[src/sv/rsom_pkg.sv]
// Shared types and constants for the radar speckle outlier mask block.
package rsom_pkg;

  // Default sample width, configuration word width and register index width
  localparam int SAMPLE_WIDTH_DEF = 32;
  localparam int CFG_DATA_W       = 32;
  localparam int CFG_IDX_W        = 3;

  // Sliding window and mark depths, results one gate can release, queue depth
  localparam int WIN_DEPTH        = 6;
  localparam int MARK_DEPTH       = 4;
  localparam int NUM_RES          = 4;
  localparam int QUEUE_DEPTH_DEF  = 4;

  // Register reset values
  localparam logic [CFG_DATA_W-1:0] MISSING_RST   = 32'd0;
  localparam logic [CFG_DATA_W-1:0] THRESHOLD_RST = 32'd0;
  localparam logic [CFG_DATA_W-1:0] MASK_RST      = 32'd65536;
  localparam logic [CFG_DATA_W-1:0] CLEAR_RST     = 32'd0;
  localparam logic                  UPWARD_RST    = 1'b1;

  // Register indexes
  typedef enum logic [CFG_IDX_W-1:0] {
    REG_MISSING   = 3'd0,
    REG_THRESHOLD = 3'd1,
    REG_MASK      = 3'd2,
    REG_CLEAR     = 3'd3,
    REG_UPWARD    = 3'd4
  } reg_idx_t;

  // Register file contents
  typedef struct packed {
    logic [CFG_DATA_W-1:0] missing;
    logic [CFG_DATA_W-1:0] threshold;
    logic [CFG_DATA_W-1:0] mask;
    logic [CFG_DATA_W-1:0] clear;
    logic                  upward;
  } cfg_t;

  // Per-entry control: which result slots are live and which are masked.
  // Slot order is emission order; the last slot always closes the ray.
  typedef struct packed {
    logic [NUM_RES-1:0] vld;
    logic [NUM_RES-1:0] masked;
  } res_ctl_t;

  localparam int CTL_W = $bits(res_ctl_t);

endpackage

[src/sv/rsom_if.sv]
// Channel interfaces: gate input, result output and register write port.
interface rsom_in_if #(parameter int SAMPLE_WIDTH = rsom_pkg::SAMPLE_WIDTH_DEF);
  logic                    valid;
  logic                    ready;
  logic [SAMPLE_WIDTH-1:0] sample;
  logic                    last_gate;

  modport source (output valid, output sample, output last_gate, input ready);
  modport sink   (input valid, input sample, input last_gate, output ready);
endinterface

interface rsom_out_if #(parameter int SAMPLE_WIDTH = rsom_pkg::SAMPLE_WIDTH_DEF);
  logic                    valid;
  logic                    ready;
  logic [SAMPLE_WIDTH-1:0] gate_value;
  logic                    masked;
  logic                    ray_end;

  modport source (output valid, output gate_value, output masked, output ray_end,
                  input ready);
  modport sink   (input valid, input gate_value, input masked, input ray_end,
                  output ready);
endinterface

interface rsom_cfg_if;
  logic                             valid;
  logic                             ready;
  logic [rsom_pkg::CFG_IDX_W-1:0]   index;
  logic [rsom_pkg::CFG_DATA_W-1:0]  data;

  modport source (output valid, output index, output data, input ready);
  modport sink   (input valid, input index, input data, output ready);
endinterface

[src/sv/rsom_front.sv]
// Front end: gate window, spike/dip classification and result bundling.
module rsom_front #(
  parameter int SAMPLE_WIDTH = rsom_pkg::SAMPLE_WIDTH_DEF
) (
  input  logic                                        clk,
  input  logic                                        rst_n,
  input  rsom_pkg::cfg_t                              cfg,
  input  logic                                        accept,
  input  logic [SAMPLE_WIDTH-1:0]                     sample,
  input  logic                                        last_gate,
  output logic                                        push,
  output rsom_pkg::res_ctl_t                          push_ctl,
  output logic [rsom_pkg::NUM_RES*SAMPLE_WIDTH-1:0]   push_vals
);
  import rsom_pkg::*;

  localparam int SW = SAMPLE_WIDTH;

  // Register word read as an SW-bit two's complement value
  function automatic logic [SW-1:0] to_sw(input logic [CFG_DATA_W-1:0] v);
    logic [SW-1:0] r;
    for (int i = 0; i < SW; i++) begin
      r[i] = (i < CFG_DATA_W) ? v[i] : 1'b0;
    end
    return r;
  endfunction

  // a beyond both b and c by more than t, sums one bit wider
  function automatic logic beyond(input logic signed [SW-1:0] a,
                                  input logic signed [SW-1:0] b,
                                  input logic signed [SW-1:0] c,
                                  input logic signed [SW-1:0] t,
                                  input logic up);
    logic signed [SW:0] ae;
    logic signed [SW:0] lb;
    logic signed [SW:0] lc;
    ae = {a[SW-1], a};
    if (up) begin
      lb = {b[SW-1], b} + {t[SW-1], t};
      lc = {c[SW-1], c} + {t[SW-1], t};
      return (ae > lb) && (ae > lc);
    end else begin
      lb = {b[SW-1], b} - {t[SW-1], t};
      lc = {c[SW-1], c} - {t[SW-1], t};
      return (ae < lb) && (ae < lc);
    end
  endfunction

  // State
  logic signed [SW-1:0] win_val_r [WIN_DEPTH];
  logic [WIN_DEPTH-1:0] win_mis_r, win_mis_nxt;
  logic [MARK_DEPTH-1:0] marks_r, marks_nxt;
  logic                 skip_r, skip_nxt;
  logic [2:0]           seen_r, seen_nxt;

  // Shifted view of the window with the new gate at slot 0
  logic signed [SW-1:0] w [WIN_DEPTH];
  logic [WIN_DEPTH-1:0] m;
  logic [MARK_DEPTH-1:0] sh_mark;

  logic [SW-1:0] miss_sw, thr_sw, mask_sw, clear_sw;
  logic          test_en, hit3u, hit2u, hit3d, hit2d, do_down, pair;
  logic          mark3, mark2;
  logic [NUM_RES-1:0] slot_mis;
  logic [NUM_RES-1:0] slot_mark;

  assign miss_sw  = to_sw(cfg.missing);
  assign thr_sw   = to_sw(cfg.threshold);
  assign mask_sw  = to_sw(cfg.mask);
  assign clear_sw = to_sw(cfg.clear);

  always_comb begin
    w[0] = sample;
    m[0] = (sample == miss_sw);
    for (int k = 1; k < WIN_DEPTH; k++) begin
      w[k] = win_val_r[k-1];
      m[k] = win_mis_r[k-1];
    end
    sh_mark = {marks_r[MARK_DEPTH-2:0], 1'b0};
  end

  // Classification of the gate three back, and its follower for a pair
  always_comb begin
    test_en = (seen_r >= 3'd5) && !skip_r &&
              (mask_sw != miss_sw) && (clear_sw != miss_sw);
    hit3u   = !(m[3] | m[5] | m[1]) && beyond(w[3], w[5], w[1], thr_sw, 1'b1);
    hit2u   = hit3u && !(m[2] | m[4] | m[0]) &&
              beyond(w[2], w[4], w[0], thr_sw, 1'b1);
    hit3d   = !(m[3] | m[5] | m[1]) && beyond(w[3], w[5], w[1], thr_sw, 1'b0);
    hit2d   = hit3d && !(m[2] | m[4] | m[0]) &&
              beyond(w[2], w[4], w[0], thr_sw, 1'b0);
    do_down = !(sh_mark[3] | hit3u) && !cfg.upward;
    pair    = test_en && ((hit3u & hit2u) | (do_down & hit3d & hit2d));
    mark3   = sh_mark[3] | (test_en & (hit3u | (do_down & hit3d)));
    mark2   = sh_mark[2] | pair;

    if (seen_r >= 3'd5) begin
      skip_nxt = skip_r ? 1'b0 : pair;
    end else begin
      skip_nxt = skip_r;
    end
  end

  // Results released by this gate: slot 0, then on the last gate slots 1..3
  always_comb begin
    slot_mis  = {m[0], m[1], m[2], m[3]};
    slot_mark = {sh_mark[0], sh_mark[1], mark2, mark3};
    push_ctl.vld = {last_gate,
                    last_gate && (seen_r >= 3'd1),
                    last_gate && (seen_r >= 3'd2),
                    seen_r >= 3'd3};
    for (int i = 0; i < NUM_RES; i++) begin
      push_ctl.masked[i] = !slot_mis[i] && slot_mark[i];
      if (slot_mis[i]) begin
        push_vals[i*SW +: SW] = w[NUM_RES-1-i];
      end else if (slot_mark[i]) begin
        push_vals[i*SW +: SW] = mask_sw;
      end else begin
        push_vals[i*SW +: SW] = clear_sw;
      end
    end
    push = accept && (|push_ctl.vld);
  end

  // Next control state; the last gate returns the ray state to reset
  always_comb begin
    if (last_gate) begin
      win_mis_nxt = '0;
      marks_nxt   = '0;
      seen_nxt    = 3'd0;
    end else begin
      win_mis_nxt = m;
      marks_nxt   = {mark3, mark2, sh_mark[1:0]};
      seen_nxt    = (seen_r == 3'd7) ? seen_r : seen_r + 3'd1;
    end
  end

  always_ff @(posedge clk) begin
    if (!rst_n) begin
      win_mis_r <= '0;
      marks_r   <= '0;
      skip_r    <= 1'b0;
      seen_r    <= 3'd0;
    end else if (accept) begin
      win_mis_r <= win_mis_nxt;
      marks_r   <= marks_nxt;
      skip_r    <= last_gate ? 1'b0 : skip_nxt;
      seen_r    <= seen_nxt;
    end
  end

  // Window values need no reset: only slots of the current ray are read
  always_ff @(posedge clk) begin
    if (accept) begin
      for (int k = 0; k < WIN_DEPTH; k++) begin
        win_val_r[k] <= w[k];
      end
    end
  end

endmodule

[src/sv/rsom_fifo.sv]
// Small register queue between the front and back ends.
module rsom_fifo #(
  parameter int WIDTH = 8,
  parameter int DEPTH = 4
) (
  input  logic             clk,
  input  logic             rst_n,
  input  logic             push,
  input  logic [WIDTH-1:0] push_data,
  output logic             full,
  input  logic             pop,
  output logic [WIDTH-1:0] pop_data,
  output logic             empty
);
  localparam int PW = (DEPTH > 1) ? $clog2(DEPTH) : 1;
  localparam int CW = $clog2(DEPTH + 1);
  localparam logic [PW-1:0] LAST_PTR = PW'(DEPTH - 1);
  localparam logic [CW-1:0] FULL_CNT = CW'(DEPTH);

  logic [WIDTH-1:0] mem_r [DEPTH];
  logic [PW-1:0]    wr_ptr_r, rd_ptr_r;
  logic [CW-1:0]    cnt_r, cnt_nxt;
  logic             do_push, do_pop;

  assign full     = (cnt_r == FULL_CNT);
  assign empty    = (cnt_r == '0);
  assign do_push  = push && !full;
  assign do_pop   = pop && !empty;
  assign pop_data = mem_r[rd_ptr_r];

  always_comb begin
    cnt_nxt = cnt_r;
    if (do_push && !do_pop) begin
      cnt_nxt = cnt_r + CW'(1);
    end else if (do_pop && !do_push) begin
      cnt_nxt = cnt_r - CW'(1);
    end
  end

  // Pointers and fill count
  always_ff @(posedge clk) begin
    if (!rst_n) begin
      wr_ptr_r <= '0;
      rd_ptr_r <= '0;
      cnt_r    <= '0;
    end else begin
      cnt_r <= cnt_nxt;
      if (do_push) begin
        wr_ptr_r <= (wr_ptr_r == LAST_PTR) ? '0 : wr_ptr_r + PW'(1);
      end
      if (do_pop) begin
        rd_ptr_r <= (rd_ptr_r == LAST_PTR) ? '0 : rd_ptr_r + PW'(1);
      end
    end
  end

  // Entry storage
  always_ff @(posedge clk) begin
    if (do_push) begin
      mem_r[wr_ptr_r] <= push_data;
    end
  end

endmodule

[src/sv/rsom_back.sv]
// Back end: walks the live slots of each queued bundle into the output register.
module rsom_back #(
  parameter int SAMPLE_WIDTH = rsom_pkg::SAMPLE_WIDTH_DEF
) (
  input  logic                                       clk,
  input  logic                                       rst_n,
  input  logic                                       head_empty,
  input  rsom_pkg::res_ctl_t                         head_ctl,
  input  logic [rsom_pkg::NUM_RES*SAMPLE_WIDTH-1:0]  head_vals,
  output logic                                       pop,
  input  logic                                       out_ready,
  output logic                                       out_valid,
  output logic [SAMPLE_WIDTH-1:0]                    out_gate_value,
  output logic                                       out_masked,
  output logic                                       out_ray_end
);
  import rsom_pkg::*;

  localparam int SW = SAMPLE_WIDTH;

  logic [NUM_RES-1:0] done_r, done_nxt;
  logic [NUM_RES-1:0] remain, pick;
  logic               valid_r, valid_nxt, can_load, load;
  logic [SW-1:0]      val_r, val_nxt;
  logic               masked_r, masked_nxt, end_r, end_nxt;

  // Lowest live slot of the head bundle
  always_comb begin
    remain   = head_ctl.vld & ~done_r;
    pick     = remain & (~remain + NUM_RES'(1));
    can_load = !valid_r || out_ready;
    load     = !head_empty && can_load;
    pop      = load && ((remain & ~pick) == '0);

    val_nxt    = val_r;
    masked_nxt = masked_r;
    end_nxt    = end_r;
    for (int i = 0; i < NUM_RES; i++) begin
      if (pick[i]) begin
        val_nxt    = head_vals[i*SW +: SW];
        masked_nxt = head_ctl.masked[i];
        end_nxt    = (i == NUM_RES - 1);
      end
    end

    valid_nxt = valid_r;
    done_nxt  = done_r;
    if (load) begin
      valid_nxt = 1'b1;
      done_nxt  = pop ? '0 : (done_r | pick);
    end else if (can_load) begin
      valid_nxt = 1'b0;
    end
  end

  always_ff @(posedge clk) begin
    if (!rst_n) begin
      valid_r <= 1'b0;
      done_r  <= '0;
    end else begin
      valid_r <= valid_nxt;
      done_r  <= done_nxt;
    end
  end

  // Output payload register
  always_ff @(posedge clk) begin
    if (load) begin
      val_r    <= val_nxt;
      masked_r <= masked_nxt;
      end_r    <= end_nxt;
    end
  end

  assign out_valid      = valid_r;
  assign out_gate_value = val_r;
  assign out_masked     = masked_r;
  assign out_ray_end    = end_r;

endmodule

[src/sv/radar_speckle_outlier_mask_core.sv]
// Top level of the radar speckle outlier mask: registers, front, queue, back.
//
//   port    | dir | transfer                   | payload
//   --------+-----+----------------------------+--------------------------------
//   in_ch   | in  | one range gate             | sample, last_gate
//   out_ch  | out | one gate verdict           | gate_value, masked, ray_end
//   cfg_ch  | in  | one register write         | index, data
//
// The front takes one gate per cycle while the queue has room; a gate's verdict
// is bundled three gates later and passes through the queue and output register.
// The last gate of a ray releases up to four verdicts, which the back end drains
// one per cycle while out_ch is ready; the queue lets the front keep going.
// in_ch.ready drops only when the queue is full. cfg_ch.ready is always high.
// Synchronous active-low reset clears the ray state and loads register defaults.
module radar_speckle_outlier_mask_core #(
  parameter int SAMPLE_WIDTH = rsom_pkg::SAMPLE_WIDTH_DEF,
  parameter int QUEUE_DEPTH  = rsom_pkg::QUEUE_DEPTH_DEF
) (
  input  logic        clk,
  input  logic        rst_n,
  rsom_in_if.sink     in_ch,
  rsom_out_if.source  out_ch,
  rsom_cfg_if.sink    cfg_ch
);
  import rsom_pkg::*;

  localparam int VALS_W  = NUM_RES * SAMPLE_WIDTH;
  localparam int ENTRY_W = CTL_W + VALS_W;

  cfg_t               cfg_r;
  logic               in_accept, push, q_full, q_empty, pop;
  res_ctl_t           push_ctl, head_ctl;
  logic [VALS_W-1:0]  push_vals, head_vals;
  logic [ENTRY_W-1:0] push_data, head_data;

  // Register writes
  assign cfg_ch.ready = 1'b1;

  always_ff @(posedge clk) begin
    if (!rst_n) begin
      cfg_r.missing   <= MISSING_RST;
      cfg_r.threshold <= THRESHOLD_RST;
      cfg_r.mask      <= MASK_RST;
      cfg_r.clear     <= CLEAR_RST;
      cfg_r.upward    <= UPWARD_RST;
    end else if (cfg_ch.valid) begin
      case (reg_idx_t'(cfg_ch.index))
        REG_MISSING:   cfg_r.missing   <= cfg_ch.data;
        REG_THRESHOLD: cfg_r.threshold <= cfg_ch.data;
        REG_MASK:      cfg_r.mask      <= cfg_ch.data;
        REG_CLEAR:     cfg_r.clear     <= cfg_ch.data;
        REG_UPWARD:    cfg_r.upward    <= cfg_ch.data[0];
        default: ;
      endcase
    end
  end

  // Front end
  assign in_ch.ready = !q_full;
  assign in_accept   = in_ch.valid && !q_full;

  rsom_front #(.SAMPLE_WIDTH(SAMPLE_WIDTH)) u_front (
    .clk       (clk),
    .rst_n     (rst_n),
    .cfg       (cfg_r),
    .accept    (in_accept),
    .sample    (in_ch.sample),
    .last_gate (in_ch.last_gate),
    .push      (push),
    .push_ctl  (push_ctl),
    .push_vals (push_vals)
  );

  // Queue of result bundles
  assign push_data = {push_ctl, push_vals};

  rsom_fifo #(.WIDTH(ENTRY_W), .DEPTH(QUEUE_DEPTH)) u_fifo (
    .clk       (clk),
    .rst_n     (rst_n),
    .push      (push),
    .push_data (push_data),
    .full      (q_full),
    .pop       (pop),
    .pop_data  (head_data),
    .empty     (q_empty)
  );

  assign head_ctl  = res_ctl_t'(head_data[ENTRY_W-1 -: CTL_W]);
  assign head_vals = head_data[VALS_W-1:0];

  // Back end
  rsom_back #(.SAMPLE_WIDTH(SAMPLE_WIDTH)) u_back (
    .clk            (clk),
    .rst_n          (rst_n),
    .head_empty     (q_empty),
    .head_ctl       (head_ctl),
    .head_vals      (head_vals),
    .pop            (pop),
    .out_ready      (out_ch.ready),
    .out_valid      (out_ch.valid),
    .out_gate_value (out_ch.gate_value),
    .out_masked     (out_ch.masked),
    .out_ray_end    (out_ch.ray_end)
  );

endmodule
[src/flat_wrapper.sv]
// flat-port wrapper written by rule: the top's interface ports become plain ports
module radar_speckle_outlier_mask_core_flat import rsom_pkg::*;
#(
  parameter int SAMPLE_WIDTH = rsom_pkg::SAMPLE_WIDTH_DEF,
  parameter int QUEUE_DEPTH  = rsom_pkg::QUEUE_DEPTH_DEF
)
  (clk, rst_n, in_ch_valid, in_ch_sample, in_ch_last_gate, in_ch_ready, out_ch_valid, out_ch_gate_value, out_ch_masked, out_ch_ray_end, out_ch_ready, cfg_ch_valid, cfg_ch_index, cfg_ch_data, cfg_ch_ready);
  rsom_in_if #(.SAMPLE_WIDTH(SAMPLE_WIDTH)) in_ch_i ();
  rsom_out_if #(.SAMPLE_WIDTH(SAMPLE_WIDTH)) out_ch_i ();
  rsom_cfg_if cfg_ch_i ();
  input  logic clk;
  input  logic rst_n;
  input wire logic [$bits(in_ch_i.valid)-1:0] in_ch_valid;
  input wire logic [$bits(in_ch_i.sample)-1:0] in_ch_sample;
  input wire logic [$bits(in_ch_i.last_gate)-1:0] in_ch_last_gate;
  output wire logic [$bits(in_ch_i.ready)-1:0] in_ch_ready;
  output wire logic [$bits(out_ch_i.valid)-1:0] out_ch_valid;
  output wire logic [$bits(out_ch_i.gate_value)-1:0] out_ch_gate_value;
  output wire logic [$bits(out_ch_i.masked)-1:0] out_ch_masked;
  output wire logic [$bits(out_ch_i.ray_end)-1:0] out_ch_ray_end;
  input wire logic [$bits(out_ch_i.ready)-1:0] out_ch_ready;
  input wire logic [$bits(cfg_ch_i.valid)-1:0] cfg_ch_valid;
  input wire logic [$bits(cfg_ch_i.index)-1:0] cfg_ch_index;
  input wire logic [$bits(cfg_ch_i.data)-1:0] cfg_ch_data;
  output wire logic [$bits(cfg_ch_i.ready)-1:0] cfg_ch_ready;
  assign in_ch_i.valid = in_ch_valid;
  assign in_ch_i.sample = in_ch_sample;
  assign in_ch_i.last_gate = in_ch_last_gate;
  assign in_ch_ready = in_ch_i.ready;
  assign out_ch_valid = out_ch_i.valid;
  assign out_ch_gate_value = out_ch_i.gate_value;
  assign out_ch_masked = out_ch_i.masked;
  assign out_ch_ray_end = out_ch_i.ray_end;
  assign out_ch_i.ready = out_ch_ready;
  assign cfg_ch_i.valid = cfg_ch_valid;
  assign cfg_ch_i.index = cfg_ch_index;
  assign cfg_ch_i.data = cfg_ch_data;
  assign cfg_ch_ready = cfg_ch_i.ready;
  radar_speckle_outlier_mask_core #(.SAMPLE_WIDTH(SAMPLE_WIDTH), .QUEUE_DEPTH(QUEUE_DEPTH)) u_core (.clk(clk), .rst_n(rst_n), .in_ch(in_ch_i), .out_ch(out_ch_i), .cfg_ch(cfg_ch_i));
endmodule
[config.mk]
export PLATFORM = sky130hd
export DESIGN_NAME = radar_speckle_outlier_mask_core_flat
export DESIGN_NICKNAME = d
export VERILOG_FILES = /design/src/sv/rsom_pkg.sv /design/src/sv/rsom_if.sv /design/src/sv/rsom_front.sv /design/src/sv/rsom_fifo.sv /design/src/sv/rsom_back.sv /design/src/sv/radar_speckle_outlier_mask_core.sv /design/src/flat_wrapper.sv
export SDC_FILE = /design/constraint.sdc
export NUM_CORES = 2
export LEC_CHECK = 0
export ABC_AREA = 1
export BUFFER_PORTS_ARGS = -buffer_cell sky130_fd_sc_hd__buf_4
export CAP_MARGIN = 10
export CORE_MARGIN = 2
export CORE_UTILIZATION = 64
export DETAILED_ROUTE_END_ITERATION = 6
export PLACE_DENSITY_LB_ADDON = 0.1
export SYNTH_ARGS = -nofsm -noshare
export SYNTH_HDL_FRONTEND = slang
export SYNTH_HIERARCHICAL = 1
export SYNTH_SLANG_ARGS = --single-unit
[constraint.sdc]
create_clock -name clk -period 19.65 [get_ports clk]
set_input_delay 2.9475 -clock clk [delete_from_list [all_inputs] [get_ports clk]]
set_output_delay 2.9475 -clock clk [all_outputs]
set_load 0.05 [all_outputs]
==> key figures <==
Worst setup path
  • Cell mode on critical path: nand2_1
  • Worst Path Max Fanout: 35
  • Type of destination of the critical path: flip-flop
  • CP Data Required Time: between 20000 and 25000 ps
  • WS Path Type: input pin to flip-flop
  • Slowest cell on the critical path: buf_4
  • Worst Setup SP: in_ch_sample[0]
  • FF-to-FF Start: u_core/cfg_r[67]
  • Crit-path max cell delay: about 450 ps
  • Arrival @ worst endpoint: 8810 ps
  • Crit start category: input pin

Clocking
  • Max clock buf depth: 3
  • CTS tree: built
  • H-tree Lvls: 3
  • Cts hold-fix bufs: 0
  • Inserted Clock Buffers: 87
  • Post-CTS setup buffer count: 0
  • Latest clock arrival within the worst-skew pair: a little under 700 ps
  • Clk sinks: between 800 and 900
  • CTS-repair resized insts: 0
  • CTS root buf: clkbuf_16
  • Worst-path clk slew: roughly 80 ps

Power
  • Worst vdd ir: 0.000134 V
  • Combinational share of power: a little over two fifths
  • Leak pwr: approximately 27 nW
  • Switch Pwr: between 0.003 and 0.004 W
  • P_int: 0.00413 W
  • Final Power: 0.00735 W
  • Clock Power Share: 22.7%
  • PwrDens: around 120 nW/um2
  • Reg power frac: between 30% and 40%
  • Switch share: a little over two fifths

Drt
  • Drc violations: 49
  • Initial drt markers: around 9.3k
  • Via count: about 52k
  • Via density: approximately 6.5
  • Drt first pass iters: 7
  • Avg WL per Cell: 26.8 um
  • WL final: 213000 um
  • Post-route ant nets: 0

GRT
  • First-pass GRT wire length: 307000 um
  • Initial antenna violation count: 8
  • Largest net degree at the start of global routing: roughly 120
  • Vias in the first global route: just under 50k
  • Gr usage total: 45.1%
  • Global route overflow: 0

Finish
  • Share of layout cells above drive strength 1: ~5.2%
  • Multi-input gate area: approximately 28000 um2
  • Layout Nets: 7299
  • Layout area overhead: 6.68%
  • Final Util: between 60% and 70%
  • FF/Latch Area: around 25000 um2
  • Layout fillers: between 6k and 7k

Flow run
  • # Max-Cap Violations: 0

Floorplanning
  • Die H: ~300 um
  • Initial Utilization: about two thirds
  • Core Area: just under 90000 um2
  • I/O pin cnt: 110
  • Chip width: slightly above 300 um
  • Row Count: between 100 and 150
  • Die Area: roughly 92000 um2

Synthesis
  • Syn Area/Cell: approximately 8.5 um2
  • Synth area leaders: edfxtp_1 (39%), ha_1 (11%), nand2_1 (8.0%), nor2_1 (5.8%), dfxtp_1 (5.3%)
  • Post-synthesis cell area: between 50000 and 60000 um2
  • Cell taking the most area after synthesis: edfxtp_1
  • Ys async rst share: 0%
  • Area share of and/or/nand/nor cells after synthesis: 19.9%
  • Cells after synthesis: 6763
  • Adder-cell share of the synthesized area: 11.8%
  • Synth Area in Compound Gates: 12.3%
  • EDFF count, synth: 738
  • Post-synthesis mux area share: 0%
  • Seq/Total Area, Yosys: 43.9%
  • Synth Flop Type: edfxtp_1
  • Top cell type's share of synthesized area: around two fifths
  • Distinct cells, synth: 56
  • Largest family of logic cells by synthesized area: simple AND/OR/NAND/NOR gates
  • Syn. warnings: 6
  • Synthesis-stage register bit count: ~900
  • Synth Area in XOR/XNOR: approximately 4.7%

STA
  • # setup viols final: 0
  • Slew @ Worst Pin: 1300 ps
  • Period utilization: 42.2%
  • Setup_tns: 0 ps
  • Tmin final: 8280 ps
  • Peak Freq: about 120 MHz
  • Final Hold Fails: 0
  • Final Skew: 66.4 ps
  • Fin. max-slew vios: 0
  • Rel. slew slack: 12.3%
  • Unrepaired setup endpoints after global routing: false

Place
  • DP HPWL: 154000 um
  • Global placement routability congestion: ~1
  • IO Port Bufs: 108

Outcome
  • Status: finished with violations
  • Failing checks: DRC

Min path
  • Hold_sp: u_core/u_front/win_val_r[3][25]
  • Hold crit path type: flip-flop to flip-flop
-- cells by family after synthesis --
family / Yosys count
AO/OA/AOI/OAI: 1255
XOR/XNOR: 306
adder cells (fa/ha/maj): 535
buffers and inverters: 1012
flip-flops: 891
other: 2
AND/OR/NAND/NOR: 2762
-- worst max-delay path, delay by kind of cell --
family          cells  cell delay, ps
simple gates       20            2810
compound gates      6            1390
buf+inv             4             740
fa+ha+maj           3             830
-- metal layers --
metal	GRT usage [%]	up-vias	wire length, um
li1	-	22700	-
met1	54.4	24000	72500
met2	73.4	4330	96400
met3	9.98	940	26400
met4	28.8	0	17400
met5	0	-	0
-- cell usage after synthesis (42+ instances only) --
cell / instances
a21oi_1: 389
a31oi_1: 44
buf_2: 90
clkbuf_1: 159
dfxtp_1: 153
edfxtp_1: 738
ha_1: 526
inv_1: 680
nand2_1: 1227
nand3_1: 442
nand4_1: 58
nor2_1: 894
nor3_1: 64
o21ai_0: 452
o21ai_1: 42
o22ai_1: 140
xnor2_1: 45
xor2_1: 261
-- final timing paths --
check / end / depth (start not counted) / slack (ps)
max reg2reg: u_core/u_fifo/mem_r[3][1] / 31 / 11840
max: u_core/u_fifo/mem_r[2][61] / 33 / 11370
min: u_core/u_front/win_val_r[4][25] / 0 / 470
min reg2reg: u_core/u_front/win_val_r[4][25] / 0 / 470
-- per-stage QoR --
stage	std cells	hold WS (ps)	cell area [um2]	setup slack, ps
6_report	7934	465	61300	11370
5_1_grt	7929	498	61200	11170
4_1_cts	7927	468	61200	11560
3_5_place_dp	7766	468	58400	11000
3_3_place_gp	7766	455	58400	11130
2_1_floorplan	6764	446	57400	2410
-- layout by cell type (no fill, tap or decap), types with 45 or more instances in the layout --
master     count
nor3_1        64
xnor2_1       45
xor2_1       261
nor2_1       887
a21oi_1      389
o22ai_1      140
ha_1         526
nand3_1      442
clkbuf_16     87
buf_4        146
inv_1        680
o21ai_0      452
edfxtp_1     738
dfxtp_1      150
nand2_1     1227
nand4_1       58
-- power groups by stage --
stage	combinational (W)	clock, W	sequential [W]
2_1_floorplan	0.00193	0	0.00264
3_3_place_gp	0.00276	0	0.00261
3_5_place_dp	0.00287	0	0.00262
4_1_cts	0.00297	0.00166	0.00259
5_1_grt	0.00329	0.00173	0.00262
6_report	0.00307	0.00167	0.00261
-- state kept, by name, summed over array words and instances (netlist names), named ones only --
| name | flops |
|---|---|
| u_core/u_back/done_r | 4 |
| u_core/u_front/win_val_r | 160 |
| u_core/u_fifo/cnt_r | 3 |
| u_core/u_front/skip_r | 1 |
| u_core/u_back/out_valid | 1 |
| u_core/u_back/out_masked | 1 |
| u_core/u_fifo/mem_r | 544 |
| u_core/u_fifo/rd_ptr_r | 2 |
| u_core/u_back/out_ray_end | 1 |
| u_core/u_front/marks_r | 1 |
| u_core/cfg_r | 129 |
| u_core/u_fifo/wr_ptr_r | 2 |
| u_core/u_front/seen_r | 3 |
| u_core/u_front/win_mis_r | 5 |
| u_core/u_back/out_gate_value | 32 |
-- area by class of cell --
type,instances,area share [%]
flip-flops and latches,891,41.2
inverters,703,4.32
well taps,1165,2.38
clock inverters,39,0.643
clock buffers,122,3.91
diodes,6,0.0245
repair buffers,147,1.83
multi-input cells,4861,45.7
No activity file was read; power rests on OpenSTA's default activity.
